==> src/rtl/core/wql_pkg.sv <==
// ----------------------------------------------------------------------------
// wql_pkg
// Shared constants, codes and structs for the ordered wait queue.
// ----------------------------------------------------------------------------
package wql_pkg;

    localparam int LINE_DEPTH = 32;
    localparam int ID_W       = 6;
    localparam int ACT_W      = 2;
    localparam int STAT_W     = 2;
    localparam int POS_W      = 5;
    localparam int LEN_W      = 6;
    localparam int IDX_W      = $clog2(LINE_DEPTH);
    localparam int CNT_W      = $clog2(LINE_DEPTH + 1);

    typedef enum logic [ACT_W-1:0] {
        ACT_APPEND = 2'd0,
        ACT_REMOVE = 2'd1,
        ACT_QUERY  = 2'd2,
        ACT_CLEAR  = 2'd3
    } action_t;

    typedef enum logic [STAT_W-1:0] {
        STAT_OK        = 2'd0,
        STAT_NULL_ID   = 2'd1,
        STAT_FULL      = 2'd2,
        STAT_NOT_FOUND = 2'd3
    } status_t;

    typedef enum logic [2:0] {
        ST_IDLE,
        ST_SCAN,
        ST_SHIFT,
        ST_HEAD_RD,
        ST_RESULT
    } state_t;

    typedef struct packed {
        logic             we;
        logic [IDX_W-1:0] waddr;
        logic [ID_W-1:0]  wdata;
        logic             re;
        logic [IDX_W-1:0] raddr;
    } ram_req_t;

    typedef struct packed {
        status_t          status;
        logic             found;
        logic [POS_W-1:0] position;
        logic [ID_W-1:0]  head_id;
        logic [LEN_W-1:0] length;
    } result_t;

endpackage

==> src/rtl/core/wql_ram.sv <==
// ----------------------------------------------------------------------------
// wql_ram
// Simple dual-port synchronous RAM, one write and one registered read port.
// ----------------------------------------------------------------------------
module wql_ram #(
    parameter int DEPTH = 32,
    parameter int WIDTH = 6
) (
    input  logic                     aclk,
    input  logic                     we,
    input  logic [$clog2(DEPTH)-1:0] waddr,
    input  logic [WIDTH-1:0]         wdata,
    input  logic                     re,
    input  logic [$clog2(DEPTH)-1:0] raddr,
    output logic [WIDTH-1:0]         rdata
);

    logic [WIDTH-1:0] mem [DEPTH];
    logic [WIDTH-1:0] rdata_reg;

    always_ff @(posedge aclk) begin
        if (we) begin
            mem[waddr] <= wdata;
        end
    end

    always_ff @(posedge aclk) begin
        if (re) begin
            rdata_reg <= mem[raddr];
        end
    end

    assign rdata = rdata_reg;

endmodule

==> src/rtl/core/wql_seq.sv <==
// ----------------------------------------------------------------------------
// wql_seq
// Request sequencer: decodes a request, scans the slot memory for a match,
// compacts the line after a removal and fetches the head for the result.
// ----------------------------------------------------------------------------
module wql_seq
    import wql_pkg::*;
(
    input  logic              aclk,
    input  logic              aresetn,
    input  logic              s_valid,
    output logic              s_ready,
    input  logic [ACT_W-1:0]  s_action,
    input  logic [ID_W-1:0]   s_entry_id,
    output ram_req_t          ram_req,
    input  logic [ID_W-1:0]   ram_rdata,
    output logic              res_valid,
    input  logic              res_ready,
    output result_t           res
);

    state_t           state_reg, state_next;
    action_t          act_reg, act_next;
    logic [ID_W-1:0]  id_reg, id_next;
    logic [CNT_W-1:0] count_reg, count_next;
    logic [CNT_W-1:0] rd_idx_reg, rd_idx_next;
    logic [IDX_W-1:0] cmp_idx_reg, cmp_idx_next;
    logic             pend_reg, pend_next;
    status_t          status_reg, status_next;
    logic             found_reg, found_next;
    logic [IDX_W-1:0] pos_reg, pos_next;

    logic             accept;
    logic             rd_more;
    logic             hit;
    logic             is_full;
    logic             needs_scan;

    assign s_ready    = (state_reg == ST_IDLE);
    assign accept     = s_valid && s_ready;
    assign rd_more    = (rd_idx_reg < count_reg);
    assign hit        = pend_reg && (ram_rdata == id_reg);
    assign is_full    = (count_reg == CNT_W'(LINE_DEPTH));
    assign needs_scan = (s_entry_id != '0) &&
                        ((action_t'(s_action) == ACT_REMOVE) ||
                         (action_t'(s_action) == ACT_QUERY));

    always_ff @(posedge aclk) begin
        if (!aresetn) begin
            state_reg <= ST_IDLE;
            count_reg <= '0;
            pend_reg  <= 1'b0;
        end else begin
            state_reg <= state_next;
            count_reg <= count_next;
            pend_reg  <= pend_next;
        end
    end

    always_ff @(posedge aclk) begin
        act_reg     <= act_next;
        id_reg      <= id_next;
        rd_idx_reg  <= rd_idx_next;
        cmp_idx_reg <= cmp_idx_next;
        status_reg  <= status_next;
        found_reg   <= found_next;
        pos_reg     <= pos_next;
    end

    // Next state.
    always_comb begin
        state_next = state_reg;
        case (state_reg)
            ST_IDLE: begin
                if (accept) begin
                    state_next = needs_scan ? ST_SCAN : ST_HEAD_RD;
                end
            end
            ST_SCAN: begin
                if (hit) begin
                    state_next = (act_reg == ACT_REMOVE) ? ST_SHIFT : ST_HEAD_RD;
                end else if (!rd_more) begin
                    state_next = ST_HEAD_RD;
                end
            end
            ST_SHIFT: begin
                if (!rd_more) begin
                    state_next = ST_HEAD_RD;
                end
            end
            ST_HEAD_RD: begin
                state_next = ST_RESULT;
            end
            ST_RESULT: begin
                if (res_ready) begin
                    state_next = ST_IDLE;
                end
            end
            default: begin
                state_next = ST_IDLE;
            end
        endcase
    end

    // Datapath and memory control.
    always_comb begin
        act_next     = act_reg;
        id_next      = id_reg;
        count_next   = count_reg;
        rd_idx_next  = rd_idx_reg;
        cmp_idx_next = cmp_idx_reg;
        pend_next    = pend_reg;
        status_next  = status_reg;
        found_next   = found_reg;
        pos_next     = pos_reg;
        ram_req      = '0;
        res_valid    = 1'b0;

        case (state_reg)
            ST_IDLE: begin
                if (accept) begin
                    act_next    = action_t'(s_action);
                    id_next     = s_entry_id;
                    status_next = STAT_OK;
                    found_next  = 1'b0;
                    pos_next    = '0;
                    rd_idx_next = '0;
                    pend_next   = 1'b0;
                    if (action_t'(s_action) == ACT_CLEAR) begin
                        count_next = '0;
                    end else if (s_entry_id == '0) begin
                        status_next = STAT_NULL_ID;
                    end else if (action_t'(s_action) == ACT_APPEND) begin
                        if (is_full) begin
                            status_next = STAT_FULL;
                        end else begin
                            ram_req.we    = 1'b1;
                            ram_req.waddr = count_reg[IDX_W-1:0];
                            ram_req.wdata = s_entry_id;
                            pos_next      = count_reg[IDX_W-1:0];
                            count_next    = count_reg + CNT_W'(1);
                        end
                    end
                end
            end
            ST_SCAN: begin
                // Reads run one slot ahead of the compare.
                if (hit) begin
                    pend_next = 1'b0;
                    if (act_reg == ACT_QUERY) begin
                        found_next = 1'b1;
                        pos_next   = cmp_idx_reg;
                    end
                end else if (rd_more) begin
                    ram_req.re   = 1'b1;
                    ram_req.raddr = rd_idx_reg[IDX_W-1:0];
                    pend_next    = 1'b1;
                    cmp_idx_next = rd_idx_reg[IDX_W-1:0];
                    rd_idx_next  = rd_idx_reg + CNT_W'(1);
                end else begin
                    pend_next = 1'b0;
                    if (act_reg == ACT_REMOVE) begin
                        status_next = STAT_NOT_FOUND;
                    end
                end
            end
            ST_SHIFT: begin
                // Each slot read here is written one place forward in the cycle after its read.
                if (pend_reg) begin
                    ram_req.we    = 1'b1;
                    ram_req.waddr = cmp_idx_reg - IDX_W'(1);
                    ram_req.wdata = ram_rdata;
                end
                if (rd_more) begin
                    ram_req.re   = 1'b1;
                    ram_req.raddr = rd_idx_reg[IDX_W-1:0];
                    pend_next    = 1'b1;
                    cmp_idx_next = rd_idx_reg[IDX_W-1:0];
                    rd_idx_next  = rd_idx_reg + CNT_W'(1);
                end else begin
                    pend_next  = 1'b0;
                    count_next = count_reg - CNT_W'(1);
                end
            end
            ST_HEAD_RD: begin
                ram_req.re    = 1'b1;
                ram_req.raddr = '0;
            end
            ST_RESULT: begin
                res_valid = 1'b1;
            end
            default: begin
            end
        endcase
    end

    always_comb begin
        res.status   = status_reg;
        res.found    = found_reg;
        res.position = POS_W'(pos_reg);
        res.head_id  = (count_reg != '0) ? ram_rdata : '0;
        res.length   = LEN_W'(count_reg);
    end

endmodule

==> src/rtl/core/ordered_wait_queue_with_removal.sv <==
// ----------------------------------------------------------------------------
// ordered_wait_queue_with_removal
// Ordered line of entry ids in a slot memory, with append, remove, query
// and clear requests; each request gives one result.
// ----------------------------------------------------------------------------
//  Channel   Direction  Handshake          Payload
//  s_        in         s_valid/s_ready    s_action, s_entry_id
//  m_        out        m_valid/m_ready    m_status, m_found, m_position,
//                                          m_head_id, m_length
//
// Append, clear and null-id requests go straight to the head read. Query and
// remove scan the slot memory one slot per cycle, and a remove of a present id
// then compacts the line, moving each later slot one place forward. The
// single-read-port slot memory sets the pace of the scan and the compaction.
// Reset empties the line at once; the slot memory needs no clearing pass.
// A stalled result waits in the output register while the next request is
// accepted and processed up to its result.
// ----------------------------------------------------------------------------
module ordered_wait_queue_with_removal
    import wql_pkg::*;
(
    input  logic              aclk,
    input  logic              aresetn,
    input  logic              s_valid,
    output logic              s_ready,
    input  logic [ACT_W-1:0]  s_action,
    input  logic [ID_W-1:0]   s_entry_id,
    output logic              m_valid,
    input  logic              m_ready,
    output logic [STAT_W-1:0] m_status,
    output logic              m_found,
    output logic [POS_W-1:0]  m_position,
    output logic [ID_W-1:0]   m_head_id,
    output logic [LEN_W-1:0]  m_length
);

    ram_req_t        ram_req;
    logic [ID_W-1:0] ram_rdata;
    logic            res_valid;
    logic            res_ready;
    result_t         res;

    logic            m_valid_reg, m_valid_next;
    result_t         m_res_reg, m_res_next;
    logic            load;

    wql_seq u_seq (
        .aclk       (aclk),
        .aresetn    (aresetn),
        .s_valid    (s_valid),
        .s_ready    (s_ready),
        .s_action   (s_action),
        .s_entry_id (s_entry_id),
        .ram_req    (ram_req),
        .ram_rdata  (ram_rdata),
        .res_valid  (res_valid),
        .res_ready  (res_ready),
        .res        (res)
    );

    wql_ram #(
        .DEPTH (LINE_DEPTH),
        .WIDTH (ID_W)
    ) u_ram (
        .aclk  (aclk),
        .we    (ram_req.we),
        .waddr (ram_req.waddr),
        .wdata (ram_req.wdata),
        .re    (ram_req.re),
        .raddr (ram_req.raddr),
        .rdata (ram_rdata)
    );

    assign res_ready = !m_valid_reg || m_ready;
    assign load      = res_valid && res_ready;

    always_comb begin
        m_res_next   = m_res_reg;
        m_valid_next = m_valid_reg;
        if (load) begin
            m_res_next   = res;
            m_valid_next = 1'b1;
        end else if (m_ready) begin
            m_valid_next = 1'b0;
        end
    end

    always_ff @(posedge aclk) begin
        if (!aresetn) begin
            m_valid_reg <= 1'b0;
        end else begin
            m_valid_reg <= m_valid_next;
        end
    end

    always_ff @(posedge aclk) begin
        m_res_reg <= m_res_next;
    end

    assign m_valid    = m_valid_reg;
    assign m_status   = m_res_reg.status;
    assign m_found    = m_res_reg.found;
    assign m_position = m_res_reg.position;
    assign m_head_id  = m_res_reg.head_id;
    assign m_length   = m_res_reg.length;

endmodule

==> config.mk <==
export PLATFORM = sky130hd
export DESIGN_NAME = ordered_wait_queue_with_removal
export DESIGN_NICKNAME = d
export VERILOG_FILES = /design/src/rtl/core/wql_pkg.sv /design/src/rtl/core/wql_ram.sv /design/src/rtl/core/wql_seq.sv /design/src/rtl/core/ordered_wait_queue_with_removal.sv
export SDC_FILE = /design/constraint.sdc
export NUM_CORES = 1
export LEC_CHECK = 0
export ABC_AREA = 1
export CAP_MARGIN = 0
export CORE_UTILIZATION = 55
export CTS_BUF_LIST = sky130_fd_sc_hd__clkbuf_16
export CTS_CLUSTER_DIAMETER = 80
export CTS_CLUSTER_SIZE = 28
export DETAILED_ROUTE_END_ITERATION = 16
export DONT_BUFFER_PORTS = 1
export HOLD_SLACK_MARGIN = 0.08
export PLACE_DENSITY = 0.69
export SLEW_MARGIN = 10
export SYNTH_ARGS = -nofsm -noshare
export SYNTH_HDL_FRONTEND = slang
export SYNTH_SLANG_ARGS = --single-unit
export TNS_END_PERCENT = 5
==> constraint.sdc <==
create_clock -name aclk -period 6.38 [get_ports aclk]
set_input_delay 0.957 -clock aclk [delete_from_list [all_inputs] [get_ports aclk]]
set_output_delay 0.957 -clock aclk [all_outputs]
set_load 0.02 [all_outputs]
# After elaboration in Yosys (flattened, before gate mapping)
# Memories as Yosys holds them, arrays and structs flattened. A register that Yosys moved wholly into a read port is not among the register bits.
# Cells that the tools add are included.
[word_totals]
ff_bits = 58
ram_bits = 192
inputBits = 12
output_inout_bits = 22
elab_cells = 129
memories = 1
[mem_list]
columns = ["memory", "words", "word_bits", "rd", "rd_clocked_by_memory_dff", "write_ports", "line_no", "source"]
rows = [
  ["u_ram.mem", 32, 6, 1, 1, 1, "wql_ram.sv:18", "logic [WIDTH-1:0] mem [DEPTH];"],
]
[op_classes]
add_sub_neg = 4
magnitude_cmp = 1
n_eq_ne = 22
muxes = 60
reduce_logical = 25
[ops]
columns = ["cell", "count"]
rows = [
  ["$mux 12", 6],
  ["$mux 6", 11],
  ["$mux 5", 9],
  ["$pmux 6 s3", 2],
  ["$pmux 12 s2", 1],
  ["$pmux 5 s2", 2],
  ["$mux 2", 9],
  ["$pmux 3 s5", 1],
  ["$add 6x1->6 const B", 2],
  ["$mux 3", 4],
  ["$pmux 6 s2", 1],
  ["$reduce_bool 6->1", 2],
  ["$mux 1", 11],
  ["$ne 2x2->1 const B", 5],
  ["$ne 3x3->1 const B", 3],
  ["$reduce_and 2->1", 4],
  ["$reduce_bool 2->1", 4],
  ["$eq 2x2->1 const B", 3],
  ["$eq 3x2->1 const B", 2],
  ["$eq 6x6->1", 1],
  ["$eq 6x6->1 const B", 1],
  ["$logic_not 6->1", 1],
  ["$lt 6x6->1", 1],
  ["$ne 2x1->1 const B", 3],
  ["18 further kinds", 23],
]

# Depth between registers and ports, before layout
# Gate-level depths: netlist (run 1).
[logic_depth]
ltp_word = 9
ltp_mapped = 21
ltp_nobuf = 18

# Modules after synthesis
# A second synthesis (run 1) with hierarchy kept.
[unflattened]
cells_unflattened = 1050
hier_area_um2 = 11342.1
[modules_own_cells]
columns = ["module", "n_inst", "cells_per_inst", "area_each_um2", "seq_area_each_um2"]
rows = [
  ["wql_ram", 1, 704, 8137.8, 5945.7],
  ["wql_seq", 1, 319, 2552.4, 1011.0],
  ["ordered_wait_queue_with_removal", 1, 27, 651.9, 620.6],
]

# Worst setup path before layout (run 1)
# OpenSTA, ideal clock, no wires.
[synth_timing]
path_type = "input port to flip-flop"
start = "input m_ready"
end = "register m_res_reg, in the netlist m_found (enable)"
setup_ns = 0.451
arrival_ns = 3.019
slack_ns = 2.910
cell_stages = 2
n_path_buf = 0
cell_sequence = "nor2_1 > nor4_1"
[synth_between]
elab_chain_cells = 2
[synth_rtl]
columns = ["item", "line_no", "source"]
rows = [
  ["from (decl)", "ordered_wait_queue_with_removal.sv:29", "input logic m_ready,"],
  ["$logic_or 1x1->1", "ordered_wait_queue_with_removal.sv:74", "assign res_ready = !m_valid_reg || m_ready;"],
  ["$logic_and 1x1->1", "ordered_wait_queue_with_removal.sv:75", "assign load = res_valid && res_ready;"],
  ["net load", "ordered_wait_queue_with_removal.sv:45", "logic load;"],
  ["to (signal assigned)", "ordered_wait_queue_with_removal.sv:97", "m_res_reg <= m_res_next;"],
  ["to (decl)", "ordered_wait_queue_with_removal.sv:44", "result_t m_res_reg, m_res_next;"],
]
# The timed path passes the listed nets, and every way through them passes these cells.
# A chain may end at the register's enable or synchronous reset.

# Worst setup path in the final report (run 1)
[layout_timing]
start = "register u_ram.rdata_reg[1] (netlist: u_ram.rdata[1]), read port of u_ram.mem"
end = "register u_ram.rdata_reg[4] (netlist: u_ram.rdata[4]), read port of u_ram.mem, data pin"
[layout_between]
elab_chain_cells = 4
[layout_rtl]
columns = ["item", "line_no", "source"]
rows = [
  ["from (decl)", "wql_ram.sv:19", "logic [WIDTH-1:0] rdata_reg;"],
  ["$eq 6x6->1", "wql_seq.sv:42", "assign hit = pend_reg && (ram_rdata == id_reg);"],
  ["$logic_and 1x1->1", "wql_seq.sv:42", ""],
  ["$mux 6", "wql_seq.sv:148", "if (hit) begin"],
  ["$pmux 6 s3", "wql_seq.sv:119", "case (state_reg)"],
]
# Every way passes these cells.

==> results.py, run 1 <==
metrics = {
    "pwr": {
        "power.density_mw_per_mm2": 357,
        "leakagePower_nw": 5.26,
        "ir_drop_uv": 238,
    },
    "timing": {
        "setup_tns_ps": 0,
        "setup_violations": 0,
        "fin_skew_ps": 30.8,
        "slew_violations": 0,
        "fin_crit_sh": 0.627,
        "fin_crit_ps": 4000,
        "worst_pin_slew_ps": 1050,
        "timing.fmax_ghz": 0.250,
        "setup_ws_ps": 2380,
        "rsz0062_at_grt": "false",
        "finalHoldViolCount": 0,
        "relSlewSlack": 0.302,
    },
    "cts": {
        "cts_tree": "done",
        "htree_levels": 1,
        "cts_resized": 0,
        "clockBufferDepth": 3,
        "cts_inserted_buffers": 14,
        "clk_pin_slew_worst_paths_ps": 110,
        "clk_latency_ps": 500,
        "holdBufCountCts": 0,
        "post_cts_buffers": 0,
        "clockRootBuffer": "clkbuf_16",
        "cts_sinks": 256,
    },
    "yosys": {
        "yosysTopAreaCellShare": 0.611,
        "synth_area_per_cell_um2": 9.91,
        "synth-main-ff-cell": "edfxtp_1",
        "netlist_area_mm2": 0.0120,
        "yosysWarnings": 0,
        "synth-seq-cells": 256,
        "synth_seq_area_share": 0.629,
        "ys_types": 38,
        "synthCells": 1216,
        "yosys.area.top_type": "edfxtp_1",
        "synth_area_leaders": "edfxtp_1 61%, inv_1 7.7%, nand3_1 7.6%",
        "synth_edf_count": 245,
        "synth-async-reset-ratio": 0,
        "synthesis.nets": 1241,
    },
    "outcome": {
        "status": "completed",
    },
    "finish": {
        "largest_reg_flops": 192,
        "layout_commonest_cell": "inv_1",
        "multi_input_area_mm2": 0.00328,
        "ff_latch_area_mm2": 0.00758,
        "n_antenna_cell": 0,
        "fin_area_mm2": 0.0127,
        "final_cell_mix": "246 x inv_1, 245 x edfxtp_1, 191 x nand2_1",
        "nNetsFinal": 1208,
        "largest_register": "u_ram.mem",
        "drive_gt1_frac": 0.0480,
        "syn_to_final_growth_pct": 5.34,
        "fin_util": 0.598,
        "nFillCells": 1748,
    },
    "route": {
        "via_per_inst": 5.75,
        "drt_iter0_drc": 867,
        "wl_met2_mm": 13.3,
        "wl_mm": 29.0,
        "drc": 0,
        "drt-met1-wl_mm": 11.7,
        "vias": 8414,
        "ant_nets": 0,
        "dr_wl_met3_mm": 2.93,
        "wl_per_cell_um": 19.8,
        "first_pass_iters": 6,
        "routed.top_layer": "met4",
    },
    "critical_path": {
        "cp_data_arrival_time_ps": 4280,
        "crit_required_ps": 6660,
        "start_kind": "flip-flop",
        "end_kind": "flip-flop",
        "crit_type": "reg -> reg",
        "critPathMaxFanout": 53,
    },
    "die": {
        "initial_core_util": 0.568,
        "dieHeight_um": 150,
        "core_area_mm2": 0.0212,
        "row_count": 53,
        "dieArea_mm2": 0.0225,
        "io_pins": 34,
        "die_width_um": 150,
    },
    "place": {
        "place_congestion": 0.907,
        "port_buffers": 0,
        "post_dp_cell_area_mm2": 0.0123,
        "dp_hpwl_mm": 18.5,
        "pre_cts_ws_ps": 2460,
    },
    "global_route": {
        "grt_antenna_before_repair": 0,
        "grt_max_degree": 97,
        "grt_use_total": 0.264,
        "grt_pass1_wl_mm": 44.8,
        "grt_pass1_vias": 7875,
        "gr-total-overflow": 0,
    },
    "flow_run": {
        "drv_cap": 0,
    },
    "hold_path": {
        "min_path_type": "reg -> reg",
    },
}
==> worst paths after layout <==
kind,cells past startpoint,startpoint,to,slack (ps)
setup / recovery,15,u_ram.rdata[1],u_ram.rdata[4],2380
hold / removal,0,u_seq.found_reg,m_found,420
setup reg to reg,15,u_ram.rdata[1],u_ram.rdata[4],2380
hold reg to reg,0,u_seq.found_reg,m_found,420
==> Yosys cell counts (2+ instances only) <==
cell type and count:
nor3_1 4, buf_1 4, o22ai_1 4, ha_1 13, o31ai_1 2, clkbuf_1 30, inv_2 5, inv_1 246
nor4_1 2, nand2_1 191, nor2_2 2, or2_2 2, buf_6 3, buf_4 2, nor2_4 2, buf_2 23
xor2_1 6, a211oi_1 2, clkinv_1 2, nor2_1 73, nand3_1 183, o21ai_0 28, dfxtp_1 11, edfxtp_1 245
a21oi_1 16, o21a_1 2, nand3_2 2, nand4_1 101
==> area by class of cell <==
| class | instances | area share |
|---|---|---|
| well taps | 275 | 0.0271 |
| clock inverters | 6 | 0.00503 |
| multi-input cells | 645 | 0.259 |
| flip-flops and latches | 256 | 0.597 |
| inverters | 253 | 0.0748 |
| repair buffers | 13 | 0.00769 |
| clock buffers | 15 | 0.0296 |
==> report_power, final <==
group,internal (mW),switching (mW)
clock,0.447,0.554
combinational,0.336,1.01
sequential,2.07,0.123
==> critical path: stages (launching register included) <==
cell,delay (ps)
edfxtp_1,430
inv_1,120
nand2_1,60
nand2_1,60
inv_1,30
nand2_1,40
nor2_1,60
nand3_4,450
buf_4,600
nand2_1,210
nor2_4,590
inv_1,570
nand3_1,240
nand3_1,110
nand3_1,90
nand2_1,50
==> per-stage QoR <==
| step | total power, mW | std cells | hold slack [ps] |
|---|---|---|---|
| 6_report | 4.54 | 1463 | 417 |
| 5_1_grt | 4.76 | 1463 | 438 |
| 4_1_cts | 4.52 | 1463 | 425 |
| 3_5_place_dp | 3.54 | 1442 | 405 |
| 3_3_place_gp | 3.52 | 1442 | 401 |
| 2_1_floorplan | 3.17 | 1216 | 400 |
==> logic make-up (layout without fill, tap and decap cells) <==
family / after synthesis / after routing / share of synthesized area
simple gates: 566 / 566 / 0.222
buf+inv: 315 / 287 / 0.103
xor+xnor: 7 / 7 / 0.00509
flops: 256 / 256 / 0.629
fa+ha+maj: 13 / 13 / 0.0135
compound gates: 59 / 59 / 0.0272
==> routing by layer <==
metal	global-route usage	up-vias
met4	0.100	0
met1	0.369	3913
met3	0.0509	63
li1	-	4024
met5	0	-
met2	0.408	414
Power figures use the tool's default switching activity.
==> inputs of run 2 (changes only) <==
PLACE_DENSITY = 0.72   (was 0.69)
clock period = 3.3 ns   (was 6.38 ns; I/O delays follow)
==> run 2 against run 1 <==
Non-clock buffer count is 38 higher. Worst hold slack worse by 270 ps. Global-route usage is 0.66 points lower. Sequential power is 93% higher. Sequential share of layout area is 1.9 points lower. Clock skew is 10 ps lower. Clock-buffer cell count stayed put. Cell area is 3.3% higher. Utilization is 2.0 points higher. Critical path type unchanged.
==> results.py, run 2 (synthesis gave the netlist of run 1 again) <==
metrics = {
    "global_route": {
        "grt_max_degree": 52,
        "gr-usage-met2": 0.413,
        "grt_pass1_wl_mm": 44.2,
        "use_met3": 0.0287,
        "grt_antenna_before_repair": 0,
        "grtUsageMet1": 0.374,
        "grt-busiest-layer": "met2",
        "gr-total-overflow": 0,
        "grt_use_total": 0.257,
        "grt_pass1_vias": 7988,
    },
    "pwr": {
        "power.density_mw_per_mm2": 691,
        "p_clk_frac": 0.223,
        "power_mw": 9.06,
        "p_seq_frac": 0.467,
        "switchingPower_mw": 3.32,
        "leakagePower_nw": 5.49,
        "swShare": 0.366,
        "ir_drop_uv": 536,
        "pwr-share-comb": 0.310,
        "p_int_mw": 5.74,
    },
    "cts": {
        "cts_inserted_buffers": 14,
        "clockRootBuffer": "clkbuf_16",
        "clk_pin_slew_worst_paths_ps": 110,
        "clk_latency_ps": 500,
        "cts_sinks": 256,
        "htree_levels": 1,
        "cts_tree": "done",
        "clockBufferDepth": 3,
    },
    "critical_path": {
        "r2r-end": "u_ram.rdata[1]",
        "end_kind": "flip-flop",
        "start_kind": "flip-flop",
        "cp_data_arrival_time_ps": 3300,
        "r2r_slack_ps": 270,
        "critPathMaxFanout": 48,
        "reg2reg_depth": 18,
        "crit_required_ps": 3570,
        "r2r_start": "u_seq.count_reg[2]",
        "setup.worst_path.end": "u_ram.rdata[1]",
        "crit_type": "reg -> reg",
        "crit_start": "u_seq.count_reg[2]",
    },
    "timing": {
        "worst_hold_slack_ps": 142,
        "setup_ws_ps": 273,
        "fin_skew_ps": 20.4,
        "setup_tns_ps": 0,
        "finalHoldViolCount": 0,
        "setup_violations": 0,
        "relSlewSlack": 0.377,
        "worst_pin_slew_ps": 935,
        "fin_crit_sh": 0.917,
        "rsz0062_at_grt": "false",
        "slew_violations": 0,
        "timing.fmax_ghz": 0.330,
        "fin_crit_ps": 3030,
    },
    "finish": {
        "fin_util": 0.618,
        "layout_commonest_cell": "inv_1",
        "ff_latch_area_mm2": 0.00758,
        "drive_gt1_frac": 0.0710,
        "largest_register": "u_ram.mem",
        "n_antenna_cell": 0,
        "fin_area_mm2": 0.0131,
        "nNetsFinal": 1246,
        "final_cell_count_no_fill": 1501,
        "nFillCells": 1694,
        "largest_reg_flops": 192,
        "final_cell_mix": "246 x inv_1, 245 x edfxtp_1, 191 x nand2_1",
        "syn_to_final_growth_pct": 8.82,
        "multi_input_area_mm2": 0.00328,
    },
    "flow_run": {
        "drv_cap": 0,
    },
    "die": {
        "io_pins": 34,
        "die_width_um": 150,
        "dieHeight_um": 150,
        "row_count": 53,
        "dieArea_mm2": 0.0225,
        "initial_core_util": 0.568,
        "core_area_mm2": 0.0212,
    },
    "route": {
        "ant_nets": 0,
        "drc": 0,
        "first_pass_iters": 6,
        "via_per_inst": 5.75,
        "wl_mm": 28.2,
        "wl_per_cell_um": 18.8,
        "vias": 8627,
        "drt_iter0_drc": 1053,
    },
    "place": {
        "place_congestion": 0.889,
        "post_dp_cell_area_mm2": 0.0126,
        "dp_hpwl_mm": 18.0,
        "port_buffers": 0,
        "pre_cts_ws_ps": 328,
        "dp.cells": 1472,
    },
    "hold_path": {
        "min_path_type": "in -> reg",
    },
    "outcome": {
        "status": "completed",
    },
}
-- run 2: cell count changes in the layout (fill, tap and decap cells not counted), sizes merged --
| cell | before | now |
|---|---|---|
| buf | 13 | 43 |
| clkinvlp | 1 | 0 |
| bufinv | 0 | 1 |
| dlygate4sd3 | 0 | 8 |
-- run 2: power groups by stage --
stage / clock, mW / combinational (mW) / sequential [mW]
after CTS: 2.04 / 2.78 / 4.23
after global placement: 0 / 2.71 / 4.29
final: 2.02 / 2.81 / 4.23
after global routing: 2.14 / 3.10 / 4.27
after detailed placement: 0 / 2.76 / 4.30
after floorplan: 0 / 1.92 / 4.21
-- run 2: worst max-delay path: stages, from the launching register on --
cell and delay (ps):
dfxtp_1 510, inv_1 160, ha_1 310, nand2_1 70, nor2_1 40, nand2_1 50, nand2_1 60, inv_1 150
ha_1 180, inv_1 60, nor2_4 200, buf_12 260, nand4_1 120, nand3_1 140, nand3_1 150, nand3_1 140
nand2_1 70, nand2_1 60, nand2_1 50
-- run 2: per-layer routing --
layer,wire length (µm),share of wire
met1,11900,0.42
met2,13200,0.47
met3,2450,0.087
met4,627,0.022
met5,0,0
-- run 2: what timing repair did --
item	4_1_cts	5_1_grt
buffers inserted	0	0
hold endpoints to repair	4	4
hold buffers	4	4
resized for setup	0	0
-- run 2: worst min-delay path by stage --
stage                              startpoint            endpoint  depth (start not counted)  slack (ps)
after global routing                  aresetn  u_seq.count_reg[3]                          2         150
final                                 aresetn  u_seq.count_reg[3]                          2         140
after floorplan               u_seq.found_reg             m_found                          0         400
after detailed placement     u_seq.pos_reg[1]       m_position[1]                          0         400
after global placement    u_seq.status_reg[0]         m_status[0]                          0         400
after CTS                         s_action[1]    u_seq.act_reg[1]                          0          80
-- run 2: layout make-up --
| class | instances | area share |
|---|---|---|
| clock inverter | 6 | 0.00697 |
| clock buffer | 15 | 0.0286 |
| timing repair buffer | 51 | 0.0374 |
| sequential | 256 | 0.578 |
| multi-input combinational | 645 | 0.250 |
| tap | 275 | 0.0262 |
| inverter | 253 | 0.0724 |
